File: src/hdl/cilu_pkg.sv
`timescale 1ns / 1ps
package cilu_pkg;

	localparam int QUEUE_DEPTH = 128;
	localparam int PTR_MOD = 2 * QUEUE_DEPTH;
	localparam int PTR_W = $clog2(PTR_MOD);
	localparam int ADDR_W = $clog2(QUEUE_DEPTH);

	// op queue between front and back, power of two
	localparam int OPQ_DEPTH = 4;
	localparam int OPQ_AW = $clog2(OPQ_DEPTH);

	localparam logic CMD_RECEIVE = 1'b0;
	localparam logic CMD_POP = 1'b1;

	localparam logic [7:0] KEY_NUL = 8'h00;
	localparam logic [7:0] KEY_CTRL_D = 8'h04;
	localparam logic [7:0] KEY_CTRL_H = 8'h08;
	localparam logic [7:0] KEY_TAB = 8'h09;
	localparam logic [7:0] KEY_LF = 8'h0a;
	localparam logic [7:0] KEY_CR = 8'h0d;
	localparam logic [7:0] KEY_CTRL_P = 8'h10;
	localparam logic [7:0] KEY_ESC = 8'h1b;
	localparam logic [7:0] KEY_SPACE = 8'h20;
	localparam logic [7:0] KEY_BRACKET = 8'h5b;
	localparam logic [7:0] KEY_DEL = 8'h7f;

	localparam logic [2:0] KIND_ECHO = 3'd0;
	localparam logic [2:0] KIND_READ = 3'd1;
	localparam logic [2:0] KIND_EOF = 3'd2;
	localparam logic [2:0] KIND_EMPTY = 3'd3;
	localparam logic [2:0] KIND_PROCLIST = 3'd4;

	typedef struct packed {
		logic       cmd;
		logic [7:0] rx_byte;
		logic       first_of_read;
	} req_t;

	typedef struct packed {
		logic [2:0] kind;
		logic [7:0] data;
		logic       read_done;
		logic       last;
	} rsp_t;

	typedef enum logic [1:0] {OP_PROCLIST, OP_STORE, OP_POP} op_code_t;
	typedef enum logic [1:0] {ECHO_NONE, ECHO_SELF, ECHO_ERASE} echo_t;

	typedef struct packed {
		op_code_t   code;
		logic [7:0] char_v;
		echo_t      echo;
		logic       first;
	} op_t;

	typedef enum logic [1:0] {ESC_NONE, ESC_GOT_ESC, ESC_GOT_CSI} esc_state_t;
	typedef enum logic [1:0] {BK_IDLE, BK_READ, BK_EMIT} back_state_t;

	function automatic logic [PTR_W-1:0] ptr_next(input logic [PTR_W-1:0] p);
		return (p == PTR_W'(PTR_MOD - 1)) ? '0 : p + 1'b1;
	endfunction

	// pointer counts modulo twice the depth, fold it back onto the store
	function automatic logic [ADDR_W-1:0] ptr_addr(input logic [PTR_W-1:0] p);
		logic [PTR_W-1:0] folded;
		folded = (p >= PTR_W'(QUEUE_DEPTH)) ? p - PTR_W'(QUEUE_DEPTH) : p;
		return folded[ADDR_W-1:0];
	endfunction

endpackage

File: src/hdl/console_input_line_discipline_unit.sv
`timescale 1ns / 1ps
// Console receive line discipline. Requests enter through push/full: a received byte
// (cmd 0) or a read of one byte (cmd 1). The front classifies each item in the cycle it
// is accepted, tracks escape sequences and drops NUL, then hands an operation to a
// four-entry op queue, so the front takes one item per cycle until that queue fills.
// The back owns the ring queue memory and the result register and runs one operation
// at a time: a received byte gives 0, 1 or 3 echo results, a control-P one result,
// a read steps through memory read, registered read data and result load, or goes
// straight to the result when the queue is empty; results are taken through empty/pop,
// the last result of an item carrying last. The back stalls only when a result waits.
module console_input_line_discipline_unit (
	input  logic           clk,
	input  logic           arst_n,
	input  logic           push,
	output logic           full,
	input  cilu_pkg::req_t req,
	output logic           empty,
	input  logic           pop,
	output cilu_pkg::rsp_t rsp
);
	import cilu_pkg::*;

	op_t  fr_op;
	op_t  bk_op;
	logic fr_push;
	logic opq_full;
	logic opq_empty;
	logic bk_pop;

	cilu_front u_front (
		.clk     (clk),
		.arst_n  (arst_n),
		.push    (push),
		.full    (full),
		.req     (req),
		.op_push (fr_push),
		.op_full (opq_full),
		.op      (fr_op)
	);

	cilu_fifo u_opq (
		.clk    (clk),
		.arst_n (arst_n),
		.push   (fr_push),
		.full   (opq_full),
		.wdata  (fr_op),
		.pop    (bk_pop),
		.empty  (opq_empty),
		.rdata  (bk_op)
	);

	cilu_back u_back (
		.clk      (clk),
		.arst_n   (arst_n),
		.op_empty (opq_empty),
		.op_pop   (bk_pop),
		.op       (bk_op),
		.empty    (empty),
		.pop      (pop),
		.rsp      (rsp)
	);

endmodule

File: src/hdl/cilu_fifo.sv
`timescale 1ns / 1ps
module cilu_fifo (
	input  logic          clk,
	input  logic          arst_n,
	input  logic          push,
	output logic          full,
	input  cilu_pkg::op_t wdata,
	input  logic          pop,
	output logic          empty,
	output cilu_pkg::op_t rdata
);
	import cilu_pkg::*;

	op_t              entry_q [OPQ_DEPTH];
	logic [OPQ_AW-1:0] wr_q;
	logic [OPQ_AW-1:0] rd_q;
	logic [OPQ_AW:0]   count_q;
	logic              do_push;
	logic              do_pop;

	assign full = count_q == (OPQ_AW + 1)'(OPQ_DEPTH);
	assign empty = count_q == '0;
	assign do_push = push && !full;
	assign do_pop = pop && !empty;
	assign rdata = entry_q[rd_q];

	always_ff @(posedge clk or negedge arst_n) begin
		if (!arst_n) begin
			wr_q <= '0;
			rd_q <= '0;
			count_q <= '0;
		end else begin
			if (do_push)
				wr_q <= wr_q + 1'b1;
			if (do_pop)
				rd_q <= rd_q + 1'b1;
			if (do_push && !do_pop)
				count_q <= count_q + 1'b1;
			else if (do_pop && !do_push)
				count_q <= count_q - 1'b1;
		end
	end

	always_ff @(posedge clk) begin
		if (do_push)
			entry_q[wr_q] <= wdata;
	end

endmodule

File: src/hdl/cilu_front.sv
`timescale 1ns / 1ps
module cilu_front (
	input  logic           clk,
	input  logic           arst_n,
	input  logic           push,
	output logic           full,
	input  cilu_pkg::req_t req,
	output logic           op_push,
	input  logic           op_full,
	output cilu_pkg::op_t  op
);
	import cilu_pkg::*;

	esc_state_t esc_q;
	esc_state_t esc_d;
	logic [7:0] c;
	logic       accept;
	logic       is_recv;
	logic       is_ctrl_p;
	logic       is_nul;
	logic       quiet;

	assign full = op_full;
	assign accept = push && !op_full;
	assign is_recv = req.cmd == CMD_RECEIVE;
	assign is_ctrl_p = req.rx_byte == KEY_CTRL_P;
	assign is_nul = req.rx_byte == KEY_NUL;
	assign c = (req.rx_byte == KEY_CR) ? KEY_LF : req.rx_byte;

	// escape tracker, advances only on bytes that reach the queue
	always_comb begin
		esc_d = esc_q;
		if (accept && is_recv && !is_ctrl_p && !is_nul) begin
			case (esc_q)
				ESC_NONE: begin
					if (c == KEY_ESC)
						esc_d = ESC_GOT_ESC;
				end
				ESC_GOT_ESC: begin
					esc_d = (c == KEY_BRACKET) ? ESC_GOT_CSI : ESC_NONE;
				end
				ESC_GOT_CSI: begin
					esc_d = ESC_NONE;
				end
				default: begin
					esc_d = ESC_NONE;
				end
			endcase
		end
	end

	always_comb begin
		case (esc_q)
			ESC_NONE: begin
				quiet = c == KEY_ESC;
			end
			default: begin
				quiet = 1'b1;
			end
		endcase
	end

	always_comb begin
		op.char_v = c;
		op.first = req.first_of_read;
		if (!is_recv)
			op.code = OP_POP;
		else if (is_ctrl_p)
			op.code = OP_PROCLIST;
		else
			op.code = OP_STORE;
		if (quiet || c == KEY_TAB)
			op.echo = ECHO_NONE;
		else if (c inside {KEY_DEL, KEY_CTRL_H})
			op.echo = ECHO_ERASE;
		else
			op.echo = ECHO_SELF;
	end

	// nul is dropped here and never reaches the back
	assign op_push = accept && !(is_recv && is_nul);

	always_ff @(posedge clk or negedge arst_n) begin
		if (!arst_n)
			esc_q <= ESC_NONE;
		else
			esc_q <= esc_d;
	end

endmodule

File: src/hdl/cilu_back.sv
`timescale 1ns / 1ps
module cilu_back (
	input  logic           clk,
	input  logic           arst_n,
	input  logic           op_empty,
	output logic           op_pop,
	input  cilu_pkg::op_t  op,
	output logic           empty,
	input  logic           pop,
	output cilu_pkg::rsp_t rsp
);
	import cilu_pkg::*;

	back_state_t       state_q;
	back_state_t       state_d;
	logic [7:0]        mem [QUEUE_DEPTH];
	logic [7:0]        rd_q;
	logic [PTR_W-1:0]  wptr_q;
	logic [PTR_W-1:0]  wptr_d;
	logic [PTR_W-1:0]  rptr_q;
	logic [PTR_W-1:0]  rptr_d;
	logic [PTR_W-1:0]  rptr_inc;
	logic [PTR_W:0]    occ;
	logic              q_full;
	logic              q_empty;
	logic              op_valid;
	logic              mem_we;
	logic              rd_en;
	logic              out_ld;
	logic              first_q;
	logic              first_d;
	logic [2:0]        res_kind_q;
	logic [2:0]        res_kind_d;
	logic [7:0]        res_data_q;
	logic [7:0]        res_data_d;
	logic              res_done_q;
	logic              res_done_d;
	logic              erase_q;
	logic              erase_d;
	logic [1:0]        cnt_q;
	logic [1:0]        cnt_d;
	logic [1:0]        idx_q;
	logic [1:0]        idx_d;
	rsp_t              out_q;
	rsp_t              out_d;
	logic              out_valid_q;

	assign op_valid = !op_empty;
	assign occ = (wptr_q >= rptr_q) ? {1'b0, wptr_q} - {1'b0, rptr_q}
		: {1'b0, wptr_q} + (PTR_W + 1)'(PTR_MOD) - {1'b0, rptr_q};
	assign q_full = occ == (PTR_W + 1)'(QUEUE_DEPTH);
	assign q_empty = rptr_q == wptr_q;
	assign rptr_inc = ptr_next(rptr_q);
	assign out_ld = (state_q == BK_EMIT) && (!out_valid_q || pop);

	always_comb begin
		state_d = state_q;
		case (state_q)
			BK_IDLE: begin
				if (op_valid) begin
					case (op.code)
						OP_PROCLIST: state_d = BK_EMIT;
						OP_STORE:    state_d = (op.echo == ECHO_NONE) ? BK_IDLE : BK_EMIT;
						OP_POP:      state_d = q_empty ? BK_EMIT : BK_READ;
						default:     state_d = BK_IDLE;
					endcase
				end
			end
			BK_READ: begin
				state_d = BK_EMIT;
			end
			BK_EMIT: begin
				if (out_ld && idx_q == cnt_q)
					state_d = BK_IDLE;
			end
			default: begin
				state_d = BK_IDLE;
			end
		endcase
	end

	always_comb begin
		op_pop = 1'b0;
		mem_we = 1'b0;
		rd_en = 1'b0;
		wptr_d = wptr_q;
		rptr_d = rptr_q;
		first_d = first_q;
		res_kind_d = res_kind_q;
		res_data_d = res_data_q;
		res_done_d = res_done_q;
		erase_d = erase_q;
		cnt_d = cnt_q;
		idx_d = idx_q;
		case (state_q)
			BK_IDLE: begin
				if (op_valid) begin
					op_pop = 1'b1;
					idx_d = 2'd0;
					cnt_d = 2'd0;
					erase_d = 1'b0;
					res_data_d = 8'd0;
					res_done_d = 1'b0;
					case (op.code)
						OP_PROCLIST: begin
							res_kind_d = KIND_PROCLIST;
						end
						OP_STORE: begin
							if (!q_full) begin
								mem_we = 1'b1;
								wptr_d = ptr_next(wptr_q);
							end
							res_kind_d = KIND_ECHO;
							res_data_d = op.char_v;
							// backspace, space, backspace
							if (op.echo == ECHO_ERASE) begin
								cnt_d = 2'd2;
								erase_d = 1'b1;
							end
						end
						OP_POP: begin
							first_d = op.first;
							res_kind_d = KIND_EMPTY;
							res_done_d = 1'b1;
							if (!q_empty)
								rd_en = 1'b1;
						end
						default: begin
							op_pop = 1'b1;
						end
					endcase
				end
			end
			BK_READ: begin
				if (rd_q == KEY_CTRL_D) begin
					// end of file stays queued unless it opens the read call
					res_kind_d = KIND_EOF;
					res_data_d = 8'd0;
					res_done_d = 1'b1;
					if (first_q)
						rptr_d = rptr_inc;
				end else begin
					rptr_d = rptr_inc;
					res_kind_d = KIND_READ;
					res_data_d = rd_q;
					res_done_d = (rd_q == KEY_LF) || (rptr_inc == wptr_q);
				end
			end
			BK_EMIT: begin
				if (out_ld)
					idx_d = idx_q + 2'd1;
			end
			default: begin
				idx_d = 2'd0;
			end
		endcase
	end

	always_comb begin
		out_d.kind = res_kind_q;
		out_d.data = erase_q ? ((idx_q == 2'd1) ? KEY_SPACE : KEY_CTRL_H) : res_data_q;
		out_d.read_done = res_done_q;
		out_d.last = idx_q == cnt_q;
	end

	always_ff @(posedge clk or negedge arst_n) begin
		if (!arst_n) begin
			state_q <= BK_IDLE;
			wptr_q <= '0;
			rptr_q <= '0;
			out_valid_q <= 1'b0;
		end else begin
			state_q <= state_d;
			wptr_q <= wptr_d;
			rptr_q <= rptr_d;
			if (out_ld)
				out_valid_q <= 1'b1;
			else if (pop)
				out_valid_q <= 1'b0;
		end
	end

	always_ff @(posedge clk) begin
		first_q <= first_d;
		res_kind_q <= res_kind_d;
		res_data_q <= res_data_d;
		res_done_q <= res_done_d;
		erase_q <= erase_d;
		cnt_q <= cnt_d;
		idx_q <= idx_d;
		if (out_ld)
			out_q <= out_d;
	end

	always_ff @(posedge clk) begin
		if (mem_we)
			mem[ptr_addr(wptr_q)] <= op.char_v;
	end

	always_ff @(posedge clk) begin
		if (rd_en)
			rd_q <= mem[ptr_addr(rptr_q)];
	end

	assign empty = !out_valid_q;
	assign rsp = out_q;

`ifndef SYNTHESIS
	a_occ_bound: assert property (@(posedge clk) disable iff (!arst_n)
		occ <= (PTR_W + 1)'(QUEUE_DEPTH))
		else $error("queue occupancy beyond depth");
	a_no_write_full: assert property (@(posedge clk) disable iff (!arst_n)
		mem_we |-> !q_full)
		else $error("store written while full");
	a_read_issued: assert property (@(posedge clk) disable iff (!arst_n)
		state_q == BK_READ |-> $past(rd_en))
		else $error("read state without a memory read");
	a_idx_bound: assert property (@(posedge clk) disable iff (!arst_n)
		state_q == BK_EMIT |-> idx_q <= cnt_q)
		else $error("result index past last result");
`endif

endmodule
File: config.mk
export PLATFORM = sky130hd
export DESIGN_NAME = console_input_line_discipline_unit
export DESIGN_NICKNAME = d
export VERILOG_FILES = /design/src/hdl/cilu_pkg.sv /design/src/hdl/console_input_line_discipline_unit.sv /design/src/hdl/cilu_fifo.sv /design/src/hdl/cilu_front.sv /design/src/hdl/cilu_back.sv
export SDC_FILE = /design/constraint.sdc
export NUM_CORES = 1
export LEC_CHECK = 0
export BUFFER_PORTS_ARGS = -buffer_cell sky130_fd_sc_hd__buf_4
export CORE_MARGIN = 3
export CORE_UTILIZATION = 50
export DETAILED_ROUTE_END_ITERATION = 16
export PLACE_DENSITY = 0.65
export SETUP_SLACK_MARGIN = 0.4
export SLEW_MARGIN = 10
export SYNTH_ARGS = -nofsm -noshare
export SYNTH_HDL_FRONTEND = slang
export SYNTH_SLANG_ARGS = --single-unit
File: constraint.sdc
create_clock -name clk -period 7.7 [get_ports clk]
set_input_delay 1.155 -clock clk [delete_from_list [all_inputs] [get_ports clk]]
set_output_delay 1.155 -clock clk [all_outputs]
set_load 0.005 [all_outputs]
Word-level counts from Yosys, hierarchy flattened
Memories as Yosys holds them, arrays and structs flattened. A register that Yosys moved wholly into a read port is not among the register bits. Cells that the tools add are included.

Logic and storage cells: 170. Memory bits (writable): 1076. Memories: 2. Output and inout bits: 15. Register bits: 59.

Memories: u_back.mem (depth 128, bits a word 8, read ports 1, clocked after Yosys merged registers in 1, write ports 1, RTL line cilu_back.sv:16) `logic [7:0] mem [QUEUE_DEPTH];`; u_opq.entry_q (depth 4, bits a word 13, read ports 1, clocked after Yosys merged registers in 0, write ports 1, RTL line cilu_fifo.sv:14) `op_t entry_q [OPQ_DEPTH];`.

Order comparisons: 3. Reductions and logical operators: 42. Muxes and demuxes: 59. Bitwise operators: 4. Eq/ne operators: 29. $add $sub $neg: 12.

Operators with widths (number): 8-bit 2-to-1 mux (9); 8-bit by 4-bit equality test with 1-bit output, second input constant (4); 2-bit 2-to-1 mux (13); 1-bit 2-to-1 mux (22); 2-bit case mux with 3 select lines (3); 8-bit by 1-bit adder with 8-bit output, second input constant (2); 8-bit by 5-bit equality test with 1-bit output, second input constant (2); 8-bit by 7-bit equality test with 1-bit output, second input constant (2); 8-bit equality test (2); 8-bit equality test, second input constant (2); 8-bit >= comparator, second input constant (2); 8-bit case mux with 2 select lines (1); 7-bit 2-to-1 mux (2); 7-bit by 1-bit subtractor with 7-bit output, second input constant (2); 1-bit logical AND (12); 2-bit AND reduction (5); 8-bit by 9-bit adder with 9-bit output, second input constant (1); 9-bit by 8-bit equality test with 1-bit output, second input constant (1); 3-bit 2-to-1 mux (3); 9-bit 2-to-1 mux (1); 3-bit case mux with 3 select lines (1); 3-bit AND reduction (3); 8-bit by 8-bit subtractor with 9-bit output (1); 9-bit by 8-bit subtractor with 9-bit output (1); 24 further kinds (52).

Longest topological paths before layout
Depth after elaboration: 10. Gate-level depth with buffers: 15.

Modules after synthesis
Synthesis repeated with hierarchy kept, for this count alone.

Cell total of the unflattened synthesis: 2379. Area total of the unflattened synthesis: 45915.3 sq um.

By module, submodules not included: cilu_back (instances 1, sequential area each 32336.0 sq um, cells an instance 2232, area an instance 43234.0 sq um); cilu_fifo (instances 1, sequential area each 1736.7 sq um, cells an instance 104, area an instance 2311.0 sq um); cilu_front (instances 1, sequential area each 50.0 sq um, cells an instance 43, area an instance 370.4 sq um).

Worst setup path before layout
Ideal clock, no wire load.

Path type: reg2reg. From: register u_back.rptr_q[2]. To: memory u_back.mem[23][0], enable pin. Setup time: 0.395 ns. Path slack: 3.371 ns. Data arrival time: 3.934 ns. Cell stages (with the launch flop): 16. Clock period less this slack: 4.329 ns. Buffers on the path: 7. Required time: 7.305 ns. Cells stage by stage: dfrtp_1 -> buf_2 -> inv_1 -> buf_2 -> buf_2 -> buf_1 -> ha_1 -> a21oi_1 -> o21ai_0 -> a211oi_1 -> nor4b_4 -> a21o_1 -> buf_2 -> buf_6 -> buf_4 -> nor4_1.

Cells in the longest elaborated chain, start to end: 9. Elaborated cells between the ends (all ways): 11. Classes of those cells: add/sub: 2; order compare: 1; eq/ne: 1; mux: 7.

Ends and longest elaborated chain: start, declared (RTL line cilu_back.sv:20) `logic [PTR_W-1:0] rptr_q;`; start signal, assigned (RTL line cilu_back.sv:175) `rptr_q <= rptr_d;`; 9-bit by 8-bit subtractor with 9-bit output, or another cell as far along (RTL line cilu_back.sv:50) `: {1'b0, wptr_q} + (PTR_W + 1)'(PTR_MOD) - {1'b0, rptr_q};`; 9-bit 2-to-1 mux (*) (RTL line cilu_back.sv:49) `assign occ = (wptr_q >= rptr_q) ? {1'b0, wptr_q} - {1'b0, rptr_q}`; 9-bit by 8-bit equality test with 1-bit output (*) (RTL line cilu_back.sv:51) `assign q_full = occ == (PTR_W + 1)'(QUEUE_DEPTH);`; 1-bit 2-to-1 mux (*) (RTL line cilu_back.sv:109) `if (!q_full) begin`; 1-bit 2-to-1 mux (*) (RTL line cilu_back.sv:104) `case (op.code)`; 1-bit 2-to-1 mux (*) (RTL line cilu_back.sv:97) `if (op_valid) begin`; 1-bit 2-to-1 mux (*) (RTL line cilu_back.sv:95) `case (state_q)`; 1-bit 2-to-1 mux (*) (RTL line cilu_back.sv:196) `if (mem_we)`; 1-bit 2-to-1 mux (not written as such) (*) (RTL line cilu_back.sv:197) `mem[ptr_addr(wptr_q)] <= op.char_v;`; end, declared (RTL line cilu_back.sv:16).

Mark *: on every way between the ends. The rest lies on a longest branch, timed or not.

Worst setup path in the final report
From: register u_back.rptr_q[4]. To: memory u_back.mem[74][7], enable pin.

Same word-level chain as after synthesis.

==> flow_summary_export.csv <==
group,metric,value,unit
power,power,19.5,mW
synth,synthCells,2331,
worst_setup_path,rr_startpoint,"u_back.rptr_q[4]",
clock_network,cts_buffers,113,
timing,fin_crit_sh,0.678,
synth,synth_edf_count,1113,
clock_network,cts_max_level,3,
clock_network,cts-resized-gates,0,
synth,ys_async_sr_fraction,0.0245,
job,max_cap_viol_count,0,
timing,tns,0,ns
synth,yosysWarnings,0,
synth,yosys.area.top_type_share,0.735,
worst_setup_path,crit_chain,"clkinv_1 -> ha_1 -> a21oi_1 -> o21ai_0 -> a2111oi_2 -> nor4b_4 -> a21o_4 -> buf_4 -> nor3_1",
power,leakage,15.8,nW
worst_setup_path,ff2ff_path_depth,9,
worst_setup_path,cp_max_fo,46,
floorplan,num_io_pins,29,
clock_network,ctsHoldBuffers,0,
worst_setup_path,cp.required,8.05,ns
worst_setup_path,worst-setup-path-type,"flip-flop to flip-flop",
placement,gp_congestion,0.917,
worst_setup_path,crit_family,"compound AO/OA/AOI/OAI gates",
synth,ys.flop_type,"edfxtp_1",
timing,finalHoldViolCount,0,
worst_setup_path,path_buf_inv,2,
drt,vias_per_cell,6.46,
clock_network,clock_latency,0.70,ns
drt,wl_per_cell,30.9,microns
power,power_density,384,nW/um^2
layout,synthToLayoutAreaGrowth,11.6,%
synth,synth-seq-cells,1141,
worst_setup_path,critPathCaptureType,"flip-flop",
floorplan,die_w,308,microns
synth,synth_fp_nets,2367,
synth,synth.cell_area,45500,sq um
floorplan,core,90100,sq um
synth,yosys.area.top_type,"edfxtp_1",
global_route,antenna_found_initial,0,
timing,slew_headroom,0.110,
worst_setup_path,crit_path_max_incr_delay,0.68,ns
drt,drc_errors,0,
synth,synth_cell_types,61,
synth,yosys-top-cells-area,"edfxtp_1 (73%), mux4_2 (12%), dfrtp_1 (1.5%), nor3_1 (1.5%), mux2i_1 (1.4%)",
timing,layout_setup_ws,2.48,ns
timing,timing.fmax,192,MHz
clock_network,clk_pin_slew,0.07,ns
timing,period_minus_slack,5.22,ns
drt,drt-initial-drc-count,3110,
worst_setup_path,start_kind,"flip-flop",
worst_setup_path,r2r_slack,2.48,ns
worst_setup_path,crit-reg2reg-capture,"u_back.mem[74][7]",
global_route,grt_use_total,0.240,
layout,instances_no_fill,3637,
timing,rsz0062_at_grt,"false",
layout,final_nets,2401,
floorplan,die_h,308,microns
drt,antenna_left,0,
global_route,grt_max_degree,129,
drt,wirelength,112000,microns
layout,drive_above_1_share,0.220,
floorplan,dieArea,94600,sq um
layout,fin_util,0.563,
global_route,grt_pass1_vias,23400,
floorplan,start_util,0.505,
synth,synth_seq_area_share,0.750,
min_path,hp-class,"input port to asynchronous set/reset pin",
clock_network,cts_root_buf,"clkbuf_16",
placement,post-place-ws,2.67,ns
global_route,grt.overflow.total,0,
clock_network,clockBufferDepth,3,
timing,skew,0.0291,ns
timing,worstMarginPinSlew,1.30,ns
timing,slew_viol_final,0,
power,worst_ir_drop_vdd,0.000217,V
placement,dp_cells,3426,
clock_network,clock-sinks,1141,
placement,hpwl,69500,microns
layout,antennaDiodeCount,0,
placement,io_buffers,28,
drt,drtPass1Iterations,6,
synth,syn_avg_cell_area,19.5,sq um
drt,vias,23500,
worst_setup_path,arrival,5.57,ns
floorplan,rows,110,
clock_network,post_cts_buffers,0,
outcome,outcome,"finished, final reports clean",
clock_network,cts_tree,"done",
timing,setup_viol,0,
worst_setup_path,crit_slowest_cell,"buf_4",
global_route,grt_first_pass_wirelength,165000,microns
[cell usage after synthesis (all sizes together) (8+ instances only)]
library cell,n
clkbuf,64
ha,20
nor4,28
nand2b,8
nor3,140
a221oi,17
nor2b,19
buf,79
and3,14
o21ai,44
dfrtp,28
xnor2,13
mux2i,64
a22oi,25
o22ai,30
a21oi,34
mux4,248
a22o,11
nand3,15
nor2,60
nand2,88
a41oi,9
edfxtp,1113
xor2,9
mux2,17
or3,12
inv,23
and2,18
a211oi,17
a31oi,8
[stage by stage]
| step | hold slack [ns] | cell area (sq um) |
|---|---|---|
| after floorplan | 0.400 | 45500 |
| after global placement | 0.425 | 46800 |
| after detailed placement | 0.423 | 46900 |
| after CTS | 0.371 | 50700 |
| after global routing | 0.405 | 50800 |
| final | 0.412 | 50800 |
[how the worst max path moves through the flow]
| stage | startpoint | end | depth (start not counted) |
|---|---|---|---|
| 5_1_grt | u_back.rptr_q[4] | u_back.mem[77][3] | 9 |
| 3_5_place_dp | u_back.rptr_q[4] | u_back.mem[68][3] | 9 |
| 3_3_place_gp | u_back.rptr_q[4] | u_back.mem[70][5] | 9 |
| 2_1_floorplan | u_back.rptr_q[2] | u_back.mem[23][0] | 15 |
| 6_report | u_back.rptr_q[4] | u_back.mem[74][7] | 9 |
| 4_1_cts | u_back.rptr_q[4] | u_back.mem[40][2] | 9 |
[power breakdown]
| part | internal (mW) | switching [mW] | leakage, nW | total, mW |
|---|---|---|---|---|
| Clock | 3.28 | 2.35 | 1.85 | 5.63 |
| Combinational | 1.74 | 3.61 | 3.54 | 5.35 |
| Sequential | 8.26 | 0.266 | 10.4 | 8.52 |
[registers in the layout (all words and copies together), names as in the netlist]
name and count:
u_opq.rd_q 2, u_back.rptr_q 8, u_back.idx_q 2, u_back.mem 1024, u_back.state_q 2, u_front.esc_q 2
u_back.wptr_q 8, u_back.res_kind_q 3, u_back.first_q 1, u_opq.count_q 3, u_opq.entry_q 52, u_back.rsp 13
u_back.rd_q 8, u_back.res_data_q 8, u_back.cnt_q 1, u_back.res_done_q 1, u_back.out_valid_q 1, u_opq.wr_q 2
[layout by cell type (no fill, tap or decap), types with 25 or more instances in the layout]
master        n
clkinv_1     26
clkbuf_16   113
mux4_2      240
nor3_1      120
edfxtp_1   1113
mux2i_1      64
o22ai_1      30
a22oi_1      25
a21oi_1      34
buf_4        61
nand2_1      88
nor2_1       60
dfrtp_1      25
o21ai_0      44
[layer usage]
metal / vias to the layer above / GRT usage / share of wire
li1: 9719 / - / -
met1: 12300 / 0.355 / 0.41
met2: 1265 / 0.365 / 0.47
met3: 208 / 0.0438 / 0.087
met4: 0 / 0.0860 / 0.037
met5: - / 0 / 0
[kinds of logic after synthesis]
kind of cell,Yosys count,synth area share
multiplexers,329,0.141
XOR/XNOR,22,0.00424
AO/OA/AOI/OAI,229,0.0345
buffers and inverters,169,0.0178
adder cells (fa/ha/maj),22,0.00638
AND/OR/NAND/NOR,419,0.0460
flip-flops,1141,0.750
[cell type report]
cell class	count	area, sq um
repair buffers	62	478
fillers	6578	39400
multi-input cells	1021	10800
flip-flops and latches	1141	34100
inverters	26	97.6
clock inverters	83	948
clock buffers	128	2880
well taps	1176	1470
No activity file was read; power rests on OpenSTA's default activity.
